**src/design/assert_macros.svh**
```systemverilog
// Assertion helpers shared by the encoder modules.
// Each use expands to one labeled concurrent assertion on clk,
// switched off while arst_n is low.
`ifndef ASSERT_MACROS_SVH
`define ASSERT_MACROS_SVH

// Check a property at every rising edge of clk outside reset.
`define ASSERT_CLK(name, prop, msg) \
	name: assert property (@(posedge clk) disable iff (!arst_n) (prop)) \
	else $error(msg);

// Check that a condition never holds at a rising edge of clk outside reset.
`define ASSERT_NEVER(name, cond, msg) \
	`ASSERT_CLK(name, !(cond), msg)

`endif

```
**src/design/abe_pkg.sv**
```systemverilog
// ----------------------------------------------------------------------------
// abe_pkg
// Shared constants, controller states and the command/status bundles
// between the encoder controller and its datapath.
// ----------------------------------------------------------------------------
package abe_pkg;

	// Default parameter values
	localparam int GUARD_BITS_DEF = 8;
	localparam int MAX_PREC_DEF   = 16;

	// Precision after reset, before clamping to the configured maximum
	localparam int PREC_RESET = 16;

	// Field widths
	localparam int CUM_W  = 17;
	localparam int PREC_W = 5;

	// Per-symbol limits: emitted bits kept, renormalization steps taken
	localparam int MAX_OUT    = 64;
	localparam int STEP_LIMIT = 256;
	localparam int OUT_CNT_W  = $clog2(MAX_OUT + 1);
	localparam int STEP_W     = $clog2(STEP_LIMIT + 1);

	typedef enum logic [2:0] {
		ST_IDLE,
		ST_MUL_LO,
		ST_MUL_HI,
		ST_CHECK,
		ST_RENORM,
		ST_LAST
	} abe_state_t;

	// Controller to datapath
	typedef struct packed {
		logic load;        // capture a symbol and clear per-symbol state
		logic set_finish;  // stage the final one bit, restart the interval
		logic set_err;     // stage an error result
		logic mul_lo;      // range times low bound
		logic mul_hi;      // form new start, range times width
		logic take_rg;     // form new range
		logic shift;       // emit top bit and double the interval
		logic split;       // keep the larger half of the interval
		logic commit;      // write the working interval back
		logic push_last;   // hand the staged bit out as the last beat
	} abe_cmd_t;

	// Datapath to controller
	typedef struct packed {
		logic in_finish;
		logic in_bad;
		logic rg_zero;
		logic can_shift;
		logic can_split;
		logic pend_valid;
		logic cnt_full;
		logic slot_free;
	} abe_sts_t;

endpackage

```
**src/design/abe_if.sv**
```systemverilog
// ----------------------------------------------------------------------------
// abe_if
// Valid/ready channels of the encoder: symbol beats in, code bit beats out.
// ----------------------------------------------------------------------------
interface abe_sym_if;
	import abe_pkg::*;

	logic               valid;
	logic               ready;
	logic               cmd;
	logic [CUM_W-1:0]   cum_low;
	logic [CUM_W-1:0]   cum_high;

	modport source (output valid, output cmd, output cum_low, output cum_high, input ready);
	modport sink   (input valid, input cmd, input cum_low, input cum_high, output ready);
endinterface

interface abe_bit_if;
	logic valid;
	logic ready;
	logic out_bit;
	logic last;
	logic error;

	modport source (output valid, output out_bit, output last, output error, input ready);
	modport sink   (input valid, input out_bit, input last, input error, output ready);
endinterface

```
**src/design/abe_ctrl.sv**
```systemverilog
// ----------------------------------------------------------------------------
// abe_ctrl
// Sequencer of the encoder: symbol intake, two multiply steps,
// the renormalization loop and the hand-off of the last beat.
// ----------------------------------------------------------------------------
`include "assert_macros.svh"

module abe_ctrl (
	input  logic              clk,
	input  logic              arst_n,
	input  logic              sym_valid,
	output logic              sym_ready,
	input  abe_pkg::abe_sts_t sts,
	output abe_pkg::abe_cmd_t cmd
);
	import abe_pkg::*;

	abe_state_t state_q;
	abe_state_t state_d;

	// State register
	always_ff @(posedge clk or negedge arst_n) begin
		if (!arst_n) begin
			state_q <= ST_IDLE;
		end else begin
			state_q <= state_d;
		end
	end

	// Next state
	always_comb begin
		state_d = state_q;
		case (state_q)
			ST_IDLE: begin
				if (sym_valid) begin
					if (sts.in_finish || sts.in_bad) begin
						state_d = ST_LAST;
					end else begin
						state_d = ST_MUL_LO;
					end
				end
			end
			ST_MUL_LO: begin
				state_d = ST_MUL_HI;
			end
			ST_MUL_HI: begin
				state_d = ST_CHECK;
			end
			ST_CHECK: begin
				if (sts.rg_zero) begin
					state_d = ST_LAST;
				end else begin
					state_d = ST_RENORM;
				end
			end
			ST_RENORM: begin
				if (!sts.can_shift && !sts.can_split) begin
					if (sts.pend_valid) begin
						state_d = ST_LAST;
					end else begin
						state_d = ST_IDLE;
					end
				end
			end
			ST_LAST: begin
				if (sts.slot_free) begin
					state_d = ST_IDLE;
				end
			end
			default: begin
				state_d = ST_IDLE;
			end
		endcase
	end

	// Commands
	always_comb begin
		cmd       = '0;
		sym_ready = 1'b0;
		case (state_q)
			ST_IDLE: begin
				sym_ready = 1'b1;
				if (sym_valid) begin
					cmd.load       = 1'b1;
					cmd.set_finish = sts.in_finish;
					cmd.set_err    = !sts.in_finish && sts.in_bad;
				end
			end
			ST_MUL_LO: begin
				cmd.mul_lo = 1'b1;
			end
			ST_MUL_HI: begin
				cmd.mul_hi = 1'b1;
			end
			ST_CHECK: begin
				if (sts.rg_zero) begin
					cmd.set_err = 1'b1;
				end else begin
					cmd.take_rg = 1'b1;
				end
			end
			ST_RENORM: begin
				// hold the shift while an earlier bit cannot leave
				if (sts.can_shift) begin
					cmd.shift = !(sts.pend_valid && !sts.cnt_full && !sts.slot_free);
				end else if (sts.can_split) begin
					cmd.split = 1'b1;
				end else begin
					cmd.commit = 1'b1;
				end
			end
			ST_LAST: begin
				cmd.push_last = sts.slot_free;
			end
			default: begin
				cmd = '0;
			end
		endcase
	end

	// The last beat always has a staged bit behind it
	`ASSERT_CLK(a_last_has_bit, (state_q == ST_LAST) |-> sts.pend_valid, "last beat without staged bit")
	// A symbol is only taken while the sequencer is free
	`ASSERT_CLK(a_load_idle, cmd.load |-> (state_q == ST_IDLE), "symbol taken while busy")

endmodule

```
**src/design/abe_dp.sv**
```systemverilog
// ----------------------------------------------------------------------------
// abe_dp
// Encoder datapath: precision and interval registers, the shared
// multiplier, the one-step renormalization unit, the staged bit and
// the output register.
// ----------------------------------------------------------------------------
`include "assert_macros.svh"

module abe_dp #(
	parameter int GUARD_BITS    = abe_pkg::GUARD_BITS_DEF,
	parameter int MAX_PRECISION = abe_pkg::MAX_PREC_DEF
) (
	input  logic                       clk,
	input  logic                       arst_n,
	input  logic                       cfg_we,
	input  logic [abe_pkg::PREC_W-1:0] cfg_wdata,
	input  logic                       sym_cmd,
	input  logic [abe_pkg::CUM_W-1:0]  cum_low,
	input  logic [abe_pkg::CUM_W-1:0]  cum_high,
	input  logic                       code_ready,
	output logic                       code_valid,
	output logic                       out_bit,
	output logic                       last,
	output logic                       error,
	input  abe_pkg::abe_cmd_t          cmd,
	output abe_pkg::abe_sts_t          sts
);
	import abe_pkg::*;

	// Interval width: holds twice the top-bit weight at the largest precision
	localparam int W    = MAX_PRECISION + GUARD_BITS + 2;
	localparam int SW   = $clog2(W);
	localparam int PRW  = $clog2(MAX_PRECISION + 1);
	localparam int LW   = MAX_PRECISION + 1;
	localparam int CW   = (LW > CUM_W) ? LW : CUM_W;
	localparam int PW   = W + LW;
	localparam int PREC_RST = (PREC_RESET > MAX_PRECISION) ? MAX_PRECISION : PREC_RESET;

	logic [PRW-1:0]       prec_q;
	logic [W-1:0]         start_q;
	logic [W-1:0]         range_q;
	logic [LW-1:0]        lo_q;
	logic [LW-1:0]        hi_q;
	logic [PW-1:0]        prod_q;
	logic [W-1:0]         st_q;
	logic [W-1:0]         rg_q;
	logic [STEP_W-1:0]    steps_q;
	logic [OUT_CNT_W-1:0] cnt_q;
	logic                 pend_valid_q;
	logic                 pend_bit_q;
	logic                 pend_err_q;
	logic                 out_valid_q;
	logic                 out_bit_q;
	logic                 out_last_q;
	logic                 out_err_q;

	logic [PRW-1:0] cfg_prec;
	logic [SW-1:0]  p_s;
	logic [SW-1:0]  s_s;
	logic [CW-1:0]  base_c;
	logic [CW-1:0]  lo_sat;
	logic [CW-1:0]  hi_sat;
	logic [LW-1:0]  mul_opnd;
	logic [PW-1:0]  prod_d;
	logic [PW-1:0]  prod_sh;
	logic [W-1:0]   scaled;
	logic [W-1:0]   top;
	logic [W-1:0]   base;
	logic [W-1:0]   low_mask;
	logic [W-1:0]   end_v;
	logic [W-1:0]   sum_v;
	logic [W-1:0]   left;
	logic [W-1:0]   right;
	logic           steps_ok;
	logic           cnt_full;
	logic           new_bit;
	logic           push_mid;
	logic           push;
	logic           slot_free;

	// Clamp the written precision to one up to the maximum
	always_comb begin
		if (cfg_wdata == '0) begin
			cfg_prec = PRW'(1);
		end else if (int'(cfg_wdata) > MAX_PRECISION) begin
			cfg_prec = PRW'(MAX_PRECISION);
		end else begin
			cfg_prec = PRW'(cfg_wdata);
		end
	end

	assign p_s = SW'(prec_q);
	assign s_s = p_s + SW'(GUARD_BITS);

	// Saturate the bounds at the probability base
	assign base_c = CW'(1) << prec_q;
	assign lo_sat = (CW'(cum_low) > base_c) ? base_c : CW'(cum_low);
	assign hi_sat = (CW'(cum_high) > base_c) ? base_c : CW'(cum_high);

	// Shared multiplier, scaled back by the precision
	assign mul_opnd = cmd.mul_lo ? lo_q : (hi_q - lo_q);
	assign prod_d   = PW'(range_q) * PW'(mul_opnd);
	assign prod_sh  = prod_q >> prec_q;
	assign scaled   = prod_sh[W-1:0];

	// Renormalization step on the working interval
	assign top      = W'(1) << s_s;
	assign base     = W'(1) << p_s;
	assign low_mask = top - W'(1);
	assign sum_v    = st_q + rg_q;
	assign end_v    = sum_v - W'(1);
	assign left     = top - st_q;
	assign right    = rg_q - left;
	assign new_bit  = |(st_q & top);
	assign steps_ok = steps_q < STEP_W'(STEP_LIMIT);
	assign cnt_full = cnt_q == OUT_CNT_W'(MAX_OUT);

	// Output slot
	assign slot_free = !out_valid_q || code_ready;
	assign push_mid  = cmd.shift && pend_valid_q && !cnt_full;
	assign push      = push_mid || cmd.push_last;

	// Status
	always_comb begin
		sts            = '0;
		sts.in_finish  = sym_cmd;
		sts.in_bad     = hi_sat <= lo_sat;
		sts.rg_zero    = scaled == '0;
		sts.can_shift  = steps_ok && ((st_q & ~low_mask) == (end_v & ~low_mask));
		sts.can_split  = steps_ok && (rg_q < base) && (st_q < top) && (sum_v > top);
		sts.pend_valid = pend_valid_q;
		sts.cnt_full   = cnt_full;
		sts.slot_free  = slot_free;
	end

	// Precision and committed interval
	always_ff @(posedge clk or negedge arst_n) begin
		if (!arst_n) begin
			prec_q  <= PRW'(PREC_RST);
			start_q <= '0;
			range_q <= W'(1) << (PREC_RST + GUARD_BITS + 1);
		end else if (cfg_we) begin
			prec_q  <= cfg_prec;
			start_q <= '0;
			range_q <= W'(1) << (SW'(cfg_prec) + SW'(GUARD_BITS + 1));
		end else if (cmd.set_finish) begin
			start_q <= '0;
			range_q <= W'(1) << (p_s + SW'(GUARD_BITS + 1));
		end else if (cmd.commit) begin
			start_q <= st_q;
			range_q <= rg_q;
		end
	end

	// Symbol bounds, product and working interval
	always_ff @(posedge clk) begin
		if (cmd.load) begin
			lo_q <= lo_sat[LW-1:0];
			hi_q <= hi_sat[LW-1:0];
		end
		if (cmd.mul_lo || cmd.mul_hi) begin
			prod_q <= prod_d;
		end
		if (cmd.mul_hi) begin
			st_q <= start_q + scaled;
		end else if (cmd.take_rg) begin
			rg_q <= scaled;
		end else if (cmd.shift) begin
			st_q <= (st_q & low_mask) << 1;
			rg_q <= rg_q << 1;
		end else if (cmd.split) begin
			if (left > right) begin
				rg_q <= left;
			end else begin
				st_q <= top;
				rg_q <= right;
			end
		end
	end

	// Step and bit counters, staged bit
	always_ff @(posedge clk or negedge arst_n) begin
		if (!arst_n) begin
			steps_q      <= '0;
			cnt_q        <= '0;
			pend_valid_q <= 1'b0;
		end else begin
			if (cmd.load) begin
				steps_q <= '0;
			end else if (cmd.shift || cmd.split) begin
				steps_q <= steps_q + STEP_W'(1);
			end
			if (cmd.load) begin
				cnt_q <= '0;
			end else if (cmd.shift && !cnt_full) begin
				cnt_q <= cnt_q + OUT_CNT_W'(1);
			end
			if (cmd.set_finish || cmd.set_err || (cmd.shift && !cnt_full)) begin
				pend_valid_q <= 1'b1;
			end else if (cmd.push_last || cmd.load) begin
				pend_valid_q <= 1'b0;
			end
		end
	end

	always_ff @(posedge clk) begin
		if (cmd.set_finish) begin
			pend_bit_q <= 1'b1;
			pend_err_q <= 1'b0;
		end else if (cmd.set_err) begin
			pend_bit_q <= 1'b0;
			pend_err_q <= 1'b1;
		end else if (cmd.shift && !cnt_full) begin
			pend_bit_q <= new_bit;
			pend_err_q <= 1'b0;
		end
	end

	// Output register: load on a push, drop once the beat is taken
	always_ff @(posedge clk or negedge arst_n) begin
		if (!arst_n) begin
			out_valid_q <= 1'b0;
		end else if (push) begin
			out_valid_q <= 1'b1;
		end else if (code_ready) begin
			out_valid_q <= 1'b0;
		end
	end

	always_ff @(posedge clk) begin
		if (push) begin
			out_bit_q  <= pend_bit_q;
			out_last_q <= cmd.push_last;
			out_err_q  <= cmd.push_last & pend_err_q;
		end
	end

	assign code_valid = out_valid_q;
	assign out_bit    = out_bit_q;
	assign last       = out_last_q;
	assign error      = out_err_q;

	// A beat is never written over one that is still waiting
	`ASSERT_NEVER(a_push_over, push && !slot_free, "output beat overwritten")
	// The loop never works on an empty interval
	`ASSERT_CLK(a_rg_live, (cmd.shift || cmd.split) |-> (rg_q != '0), "renorm on empty range")
	// Step counter stays within the loop bound
	`ASSERT_CLK(a_steps_bound, steps_q <= STEP_W'(STEP_LIMIT), "step counter overrun")

endmodule

```
**src/design/arithmetic_bit_encoder.sv**
```systemverilog
// ----------------------------------------------------------------------------
// arithmetic_bit_encoder
// Integer arithmetic encoder with one code bit per output beat.
//
//   channel  dir  payload                     handshake
//   sym      in   cmd, cum_low, cum_high      valid / ready
//   code     out  out_bit, last, error        valid / ready
//   cfg      in   cfg_wdata (precision)       cfg_we
//
// Finish beats and symbols with empty bounds go straight to the last beat.
// A symbol runs two multiply steps, a range check and the renormalization
// loop (one shift or one split per cycle in the shared step unit unless the
// output holds a shift), then its last bit if any; zero range skips the loop.
// The two products of a symbol share one multiplier in back-to-back cycles.
// arst_n clears control state and sets precision 16 (capped) and its interval.
// A full output register holds the loop; a new symbol is taken once the
// previous one has staged its last beat.
// ----------------------------------------------------------------------------
module arithmetic_bit_encoder #(
	parameter int GUARD_BITS    = abe_pkg::GUARD_BITS_DEF,
	parameter int MAX_PRECISION = abe_pkg::MAX_PREC_DEF
) (
	input  logic                       clk,
	input  logic                       arst_n,
	input  logic                       cfg_we,
	input  logic [abe_pkg::PREC_W-1:0] cfg_wdata,
	abe_sym_if.sink                    sym,
	abe_bit_if.source                  code
);
	import abe_pkg::*;

	abe_cmd_t cmd;
	abe_sts_t sts;

	// Sequencer
	abe_ctrl u_ctrl (
		.clk       (clk),
		.arst_n    (arst_n),
		.sym_valid (sym.valid),
		.sym_ready (sym.ready),
		.sts       (sts),
		.cmd       (cmd)
	);

	// Datapath
	abe_dp #(
		.GUARD_BITS    (GUARD_BITS),
		.MAX_PRECISION (MAX_PRECISION)
	) u_dp (
		.clk        (clk),
		.arst_n     (arst_n),
		.cfg_we     (cfg_we),
		.cfg_wdata  (cfg_wdata),
		.sym_cmd    (sym.cmd),
		.cum_low    (sym.cum_low),
		.cum_high   (sym.cum_high),
		.code_ready (code.ready),
		.code_valid (code.valid),
		.out_bit    (code.out_bit),
		.last       (code.last),
		.error      (code.error),
		.cmd        (cmd),
		.sts        (sts)
	);

endmodule

```
**src/flat_wrapper.sv**
```systemverilog
// flat-port wrapper written by rule: the top's interface ports become plain ports
module arithmetic_bit_encoder_flat import abe_pkg::*;
#(
	parameter int GUARD_BITS    = abe_pkg::GUARD_BITS_DEF,
	parameter int MAX_PRECISION = abe_pkg::MAX_PREC_DEF
)
  (clk, arst_n, cfg_we, cfg_wdata, sym_valid, sym_cmd, sym_cum_low, sym_cum_high, sym_ready, code_valid, code_out_bit, code_last, code_error, code_ready);
  abe_sym_if sym_i ();
  abe_bit_if code_i ();
  input  logic clk;
  input  logic arst_n;
  input  logic cfg_we;
  input  logic [abe_pkg::PREC_W-1:0] cfg_wdata;
  input wire logic [$bits(sym_i.valid)-1:0] sym_valid;
  input wire logic [$bits(sym_i.cmd)-1:0] sym_cmd;
  input wire logic [$bits(sym_i.cum_low)-1:0] sym_cum_low;
  input wire logic [$bits(sym_i.cum_high)-1:0] sym_cum_high;
  output wire logic [$bits(sym_i.ready)-1:0] sym_ready;
  output wire logic [$bits(code_i.valid)-1:0] code_valid;
  output wire logic [$bits(code_i.out_bit)-1:0] code_out_bit;
  output wire logic [$bits(code_i.last)-1:0] code_last;
  output wire logic [$bits(code_i.error)-1:0] code_error;
  input wire logic [$bits(code_i.ready)-1:0] code_ready;
  assign sym_i.valid = sym_valid;
  assign sym_i.cmd = sym_cmd;
  assign sym_i.cum_low = sym_cum_low;
  assign sym_i.cum_high = sym_cum_high;
  assign sym_ready = sym_i.ready;
  assign code_valid = code_i.valid;
  assign code_out_bit = code_i.out_bit;
  assign code_last = code_i.last;
  assign code_error = code_i.error;
  assign code_i.ready = code_ready;
  arithmetic_bit_encoder #(.GUARD_BITS(GUARD_BITS), .MAX_PRECISION(MAX_PRECISION)) u_core (.clk(clk), .arst_n(arst_n), .cfg_we(cfg_we), .cfg_wdata(cfg_wdata), .sym(sym_i), .code(code_i));
endmodule
```
**config.mk**
```make
export PLATFORM = sky130hd
export DESIGN_NAME = arithmetic_bit_encoder_flat
export DESIGN_NICKNAME = d
export VERILOG_FILES = /design/src/design/abe_pkg.sv /design/src/design/abe_if.sv /design/src/design/abe_ctrl.sv /design/src/design/abe_dp.sv /design/src/design/arithmetic_bit_encoder.sv /design/src/flat_wrapper.sv
export VERILOG_INCLUDE_DIRS = /design/src /design/src/design
export SDC_FILE = /design/constraint.sdc
export NUM_CORES = 2
export LEC_CHECK = 0
export BUFFER_PORTS_ARGS = -buffer_cell sky130_fd_sc_hd__buf_2
export CAP_MARGIN = 15
export CELL_PAD_IN_SITES_DETAIL_PLACEMENT = 0
export CELL_PAD_IN_SITES_GLOBAL_PLACEMENT = 2
export CORE_ASPECT_RATIO = 0.7
export CORE_UTILIZATION = 45
export DETAILED_ROUTE_END_ITERATION = 10
export PLACE_DENSITY = 0.95
export SYNTH_ARGS = -nofsm -noshare
export SYNTH_HDL_FRONTEND = slang
export SYNTH_SLANG_ARGS = --single-unit
```
**constraint.sdc**
```tcl
create_clock -name clk -period 27.8 [get_ports clk]
set_clock_uncertainty 0.15 [all_clocks]
set_input_delay 4.17 -clock clk [delete_from_list [all_inputs] [get_ports clk]]
set_output_delay 4.17 -clock clk [all_outputs]
set_load 0.02 [all_outputs]
```
==> parameters.txt <==
Parameter                              Value

Synth
  Share of the synthesized area in the top cell type    0.1907
  Post-Syn Instances    between 4000 and 5000
  Per-instance average area after synthesis    approximately 8.6 um2
  Unique cell type count in the Yosys netlist    97
  Library cell occupying the most area in the post-synthesis netlist    sky130_fd_sc_hd__fa_1
  Leading cell types by total area after synthesis    sky130_fd_sc_hd__fa_1 (19%), sky130_fd_sc_hd__ha_1 (13%), sky130_fd_sc_hd__edfxtp_1 (10%), sky130_fd_sc_hd__inv_1 (6.4%), sky130_fd_sc_hd__nand2_1 (5.4%)
  Combinational family with the most area after synthesis    adder cells
  Net count after synthesis    5229
  Adder-cell share of the synthesized area    0.3220
  Top_reg_cell synth    sky130_fd_sc_hd__edfxtp_1
  Post-synthesis instance area    between 0.03 and 0.04 mm2
  Compound-Gate Fraction of Synth Area    0.1352
  EDFF count, synth    ~130
  YS warnings    0
  Simple-gate area share of the yosys netlist    0.1659
  Synth top cells by count    sky130_fd_sc_hd__inv_1 (654), sky130_fd_sc_hd__nand2_1 (553), sky130_fd_sc_hd__ha_1 (401)
  Fraction of synthesized area in multiplexers    0.09387
  Sequential-to-total area share from yosys stat    0.1559
  Ys async rst share    0.3679
  Parity-gate share of the synthesized area counting xor and xnor cells    0.04152
  Post-synthesis register bit count    approximately 210
  Most repeated cell in the gate-level netlist after synthesis    sky130_fd_sc_hd__inv_1

Hold path
  Type of the tightest min-delay check    flop to flop
  Hold Crit Depth    0
  Worst hold path endpoint    u_core.u_dp.out_bit
  Hold_sp    u_core.u_dp.pend_bit_q

Run
  Max-capacitance violation count    0

Global route
  Global-route total usage across every layer    0.2886
  Pin count of the biggest net entering global routing    between 50 and 60
  Number of global-route vias before repair    30658
  Global-route wire length before repair    ~190000 um
  Number of antenna violations at the first check in global routing    4
  Grt ovf    0

Floorplan
  Vertical extent of the die    ~250 um
  Effective utilization at floorplan    0.4539
  Die area    around 0.086 mm2
  Horizontal extent of the die    roughly 350 um
  Count of boundary I/O pins    50
  Area inside the core boundary    between 0.08 and 0.09 mm2
  Total number of placement rows    89

Finish
  Syn-to-layout area delta    6.696%
  Proportion of layout cells with a drive suffix above 1    0.08189
  Final layout net count    ~5200
  Register area    between 0.005 and 0.006 mm2
  Area of the multi-input gates    slightly below 0.03 mm2
  Fill cell count    between 8000 and 9000

Placement
  Placer congestion estimate    0.9659
  I/O Buffers    49
  Half-perimeter wire length of the detailed placement result    between 90000 and 100000 um

STA
  Number of failing hold endpoints at the final stage    0
  Minimum clock period    11.06 ns
  Final Max Tran Viols    0
  Worst slew pin tran    ~1.2 ns
  FMAX    roughly 90 MHz
  Setup TNS after final layout    0 ns
  Final setup violation count    0
  Tightest slew margin relative to the limit    0.1724
  Final period util    0.3978
  Setup repair after global routing missed its margin    false

Drt
  Met2 wire length    between 40000 and 50000 um
  Vias per inst    5.809
  First-iteration detailed-routing DRC count    3306
  Via count    between 30000 and 40000
  First-pass DRT Iterations    7
  Routed length per instance    approximately 22 um
  Highest signal layer in the routed design    met5
  Post-detailed-route count of antenna-violating nets    0
  Routed WL    roughly 120000 um
  Routed length on met3    between 10000 and 15000 um
  Remaining routing DRC violations    0
  Met1 layer wirelength in the final routing    roughly 60000 um

Clocking
  Post-cts repair resize count    0
  Num Clock Sinks    approximately 210
  Maximum level of the CTS H-tree    1
  CTS tree    yes
  Number of buffers inserted for hold repair after clock tree synthesis    0
  Maximum clock insertion buffer count    3
  Number of buffers created by CTS    26
  Clock-pin slew reported for the worst setup and hold paths after clock tree synthesis    approximately 0.07 ns
  Number of setup buffers added after CTS    0
  Worst-Skew Late Latency    0.58 ns
  Clk root buf    sky130_fd_sc_hd__clkbuf_16

Worst setup path
  Required time of the critical path    between 20 and 30 ns
  Biggest cell delay along the critical path    between 0.6 and 0.7 ns
  Critical Path Sink Type    flop
  Critical-path maximum fanout    43
  Flop-to-flop setup slack    ~17 ns
  Number of buffer and inverter stages on the critical path    8
  Critical-path cell with the highest stage delay    sky130_fd_sc_hd__or4b_2
  Dominant delay contributor by cell family on the critical path    compound AO/OA/AOI/OAI gates
  Capturing point of the worst reg2reg path    u_core.u_dp.st_q[22]
  Worst reg-to-reg path cell count    45
  Critical R2R Launch    u_core.u_dp.p_s[3]
  Beginning of the critical path    u_core.u_dp.p_s[3]
  Most common cell type on the critical path    sky130_fd_sc_hd__a21oi_1
  Kind of start point of the critical path    flop
  Arrival time worst endpoint    between 10 and 15 ns
  Startpoint-to-endpoint class of the critical path    flop to flop

Run status
  Run status    completed
-- layout by cell type (no fill, tap or decap), drive strengths merged, types with 30 or more instances in the layout --
master	Yosys	routed
mux4	41	41
nor3	64	64
nor4	31	31
nand4	46	46
a31oi	35	35
xnor2	117	117
o21ai	161	161
inv	654	657
xor2	47	47
o21a	68	68
edfxtp	132	132
dfrtp	76	76
fa	364	364
and2	84	84
a21oi	186	186
a21boi	30	30
ha	401	401
nand2b	67	67
buf	63	122
nor2b	51	51
mux2	81	81
a21o	84	84
nand2	553	553
mux2i	175	175
clkbuf	142	33
nand3	83	83
nor2	239	239
-- cells by family after synthesis --
family	Yosys count
simple gates	1336
xor+xnor	170
fa+ha+maj	765
buf+inv	861
compound gates	778
mux	297
flops	212
-- how the worst max path moves through the flow --
stage                                   to  slack [ns]  cells after the start
CTS                 u_core.u_dp.prod_q[41]       16.45                     37
global placement    u_core.u_dp.prod_q[41]       16.61                     37
floorplan              u_core.u_dp.st_q[0]       17.87                     45
global route        u_core.u_dp.prod_q[42]       15.99                     37
finish                u_core.u_dp.st_q[22]       16.74                     45
detailed placement  u_core.u_dp.prod_q[41]       16.50                     37
-- layer usage --
metal  track usage  vias up
met1        0.4660    15709
met3       0.06717      125
li1              -    14859
met4       0.04726        4
met5             0        -
met2        0.3840     1379
-- area by class of cell --
cell class,count,share of cell area
Inverter,656,0.06039
Multi-Input combinational cell,3346,0.7157
Antenna cell,1,0.00006138
Tap cell,1137,0.03489
Clock inverter,15,0.005340
Timing Repair Buffer,122,0.01946
Clock buffer,33,0.01789
Sequential cell,212,0.1463
-- state kept, by name, indices dropped and copies added, names as in the netlist, 5 cells and up --
| register | flops |
|---|---|
| u_core.u_dp.cnt_q | 7 |
| u_core.u_dp.p_s | 5 |
| u_core.u_dp.lo_q | 17 |
| u_core.u_dp.range_q | 26 |
| u_core.u_dp.hi_q | 17 |
| u_core.u_dp.steps_q | 9 |
| u_core.u_dp.rg_q | 26 |
| u_core.u_dp.start_q | 26 |
| u_core.u_dp.st_q | 26 |
| u_core.u_dp.prod_q | 43 |
-- metrics by stage --
step                      hold WS [ns]    util  setup WS, ns  instance area [um2]  instances
after floorplan                 0.2579       -         17.87                38210       4419
after global routing            0.3202  0.4843         15.99                40770       5521
after global placement          0.2764  0.4730         16.61                39820       5472
after detailed placement        0.2794  0.4730         16.50                39820       5472
final                           0.2997  0.4843         16.74                40770       5522
after CTS                       0.3025  0.4842         16.45                40760       5520
Power is not shown: default switching activity piles up to over one toggle a cycle in this logic, so the estimate is an artifact.
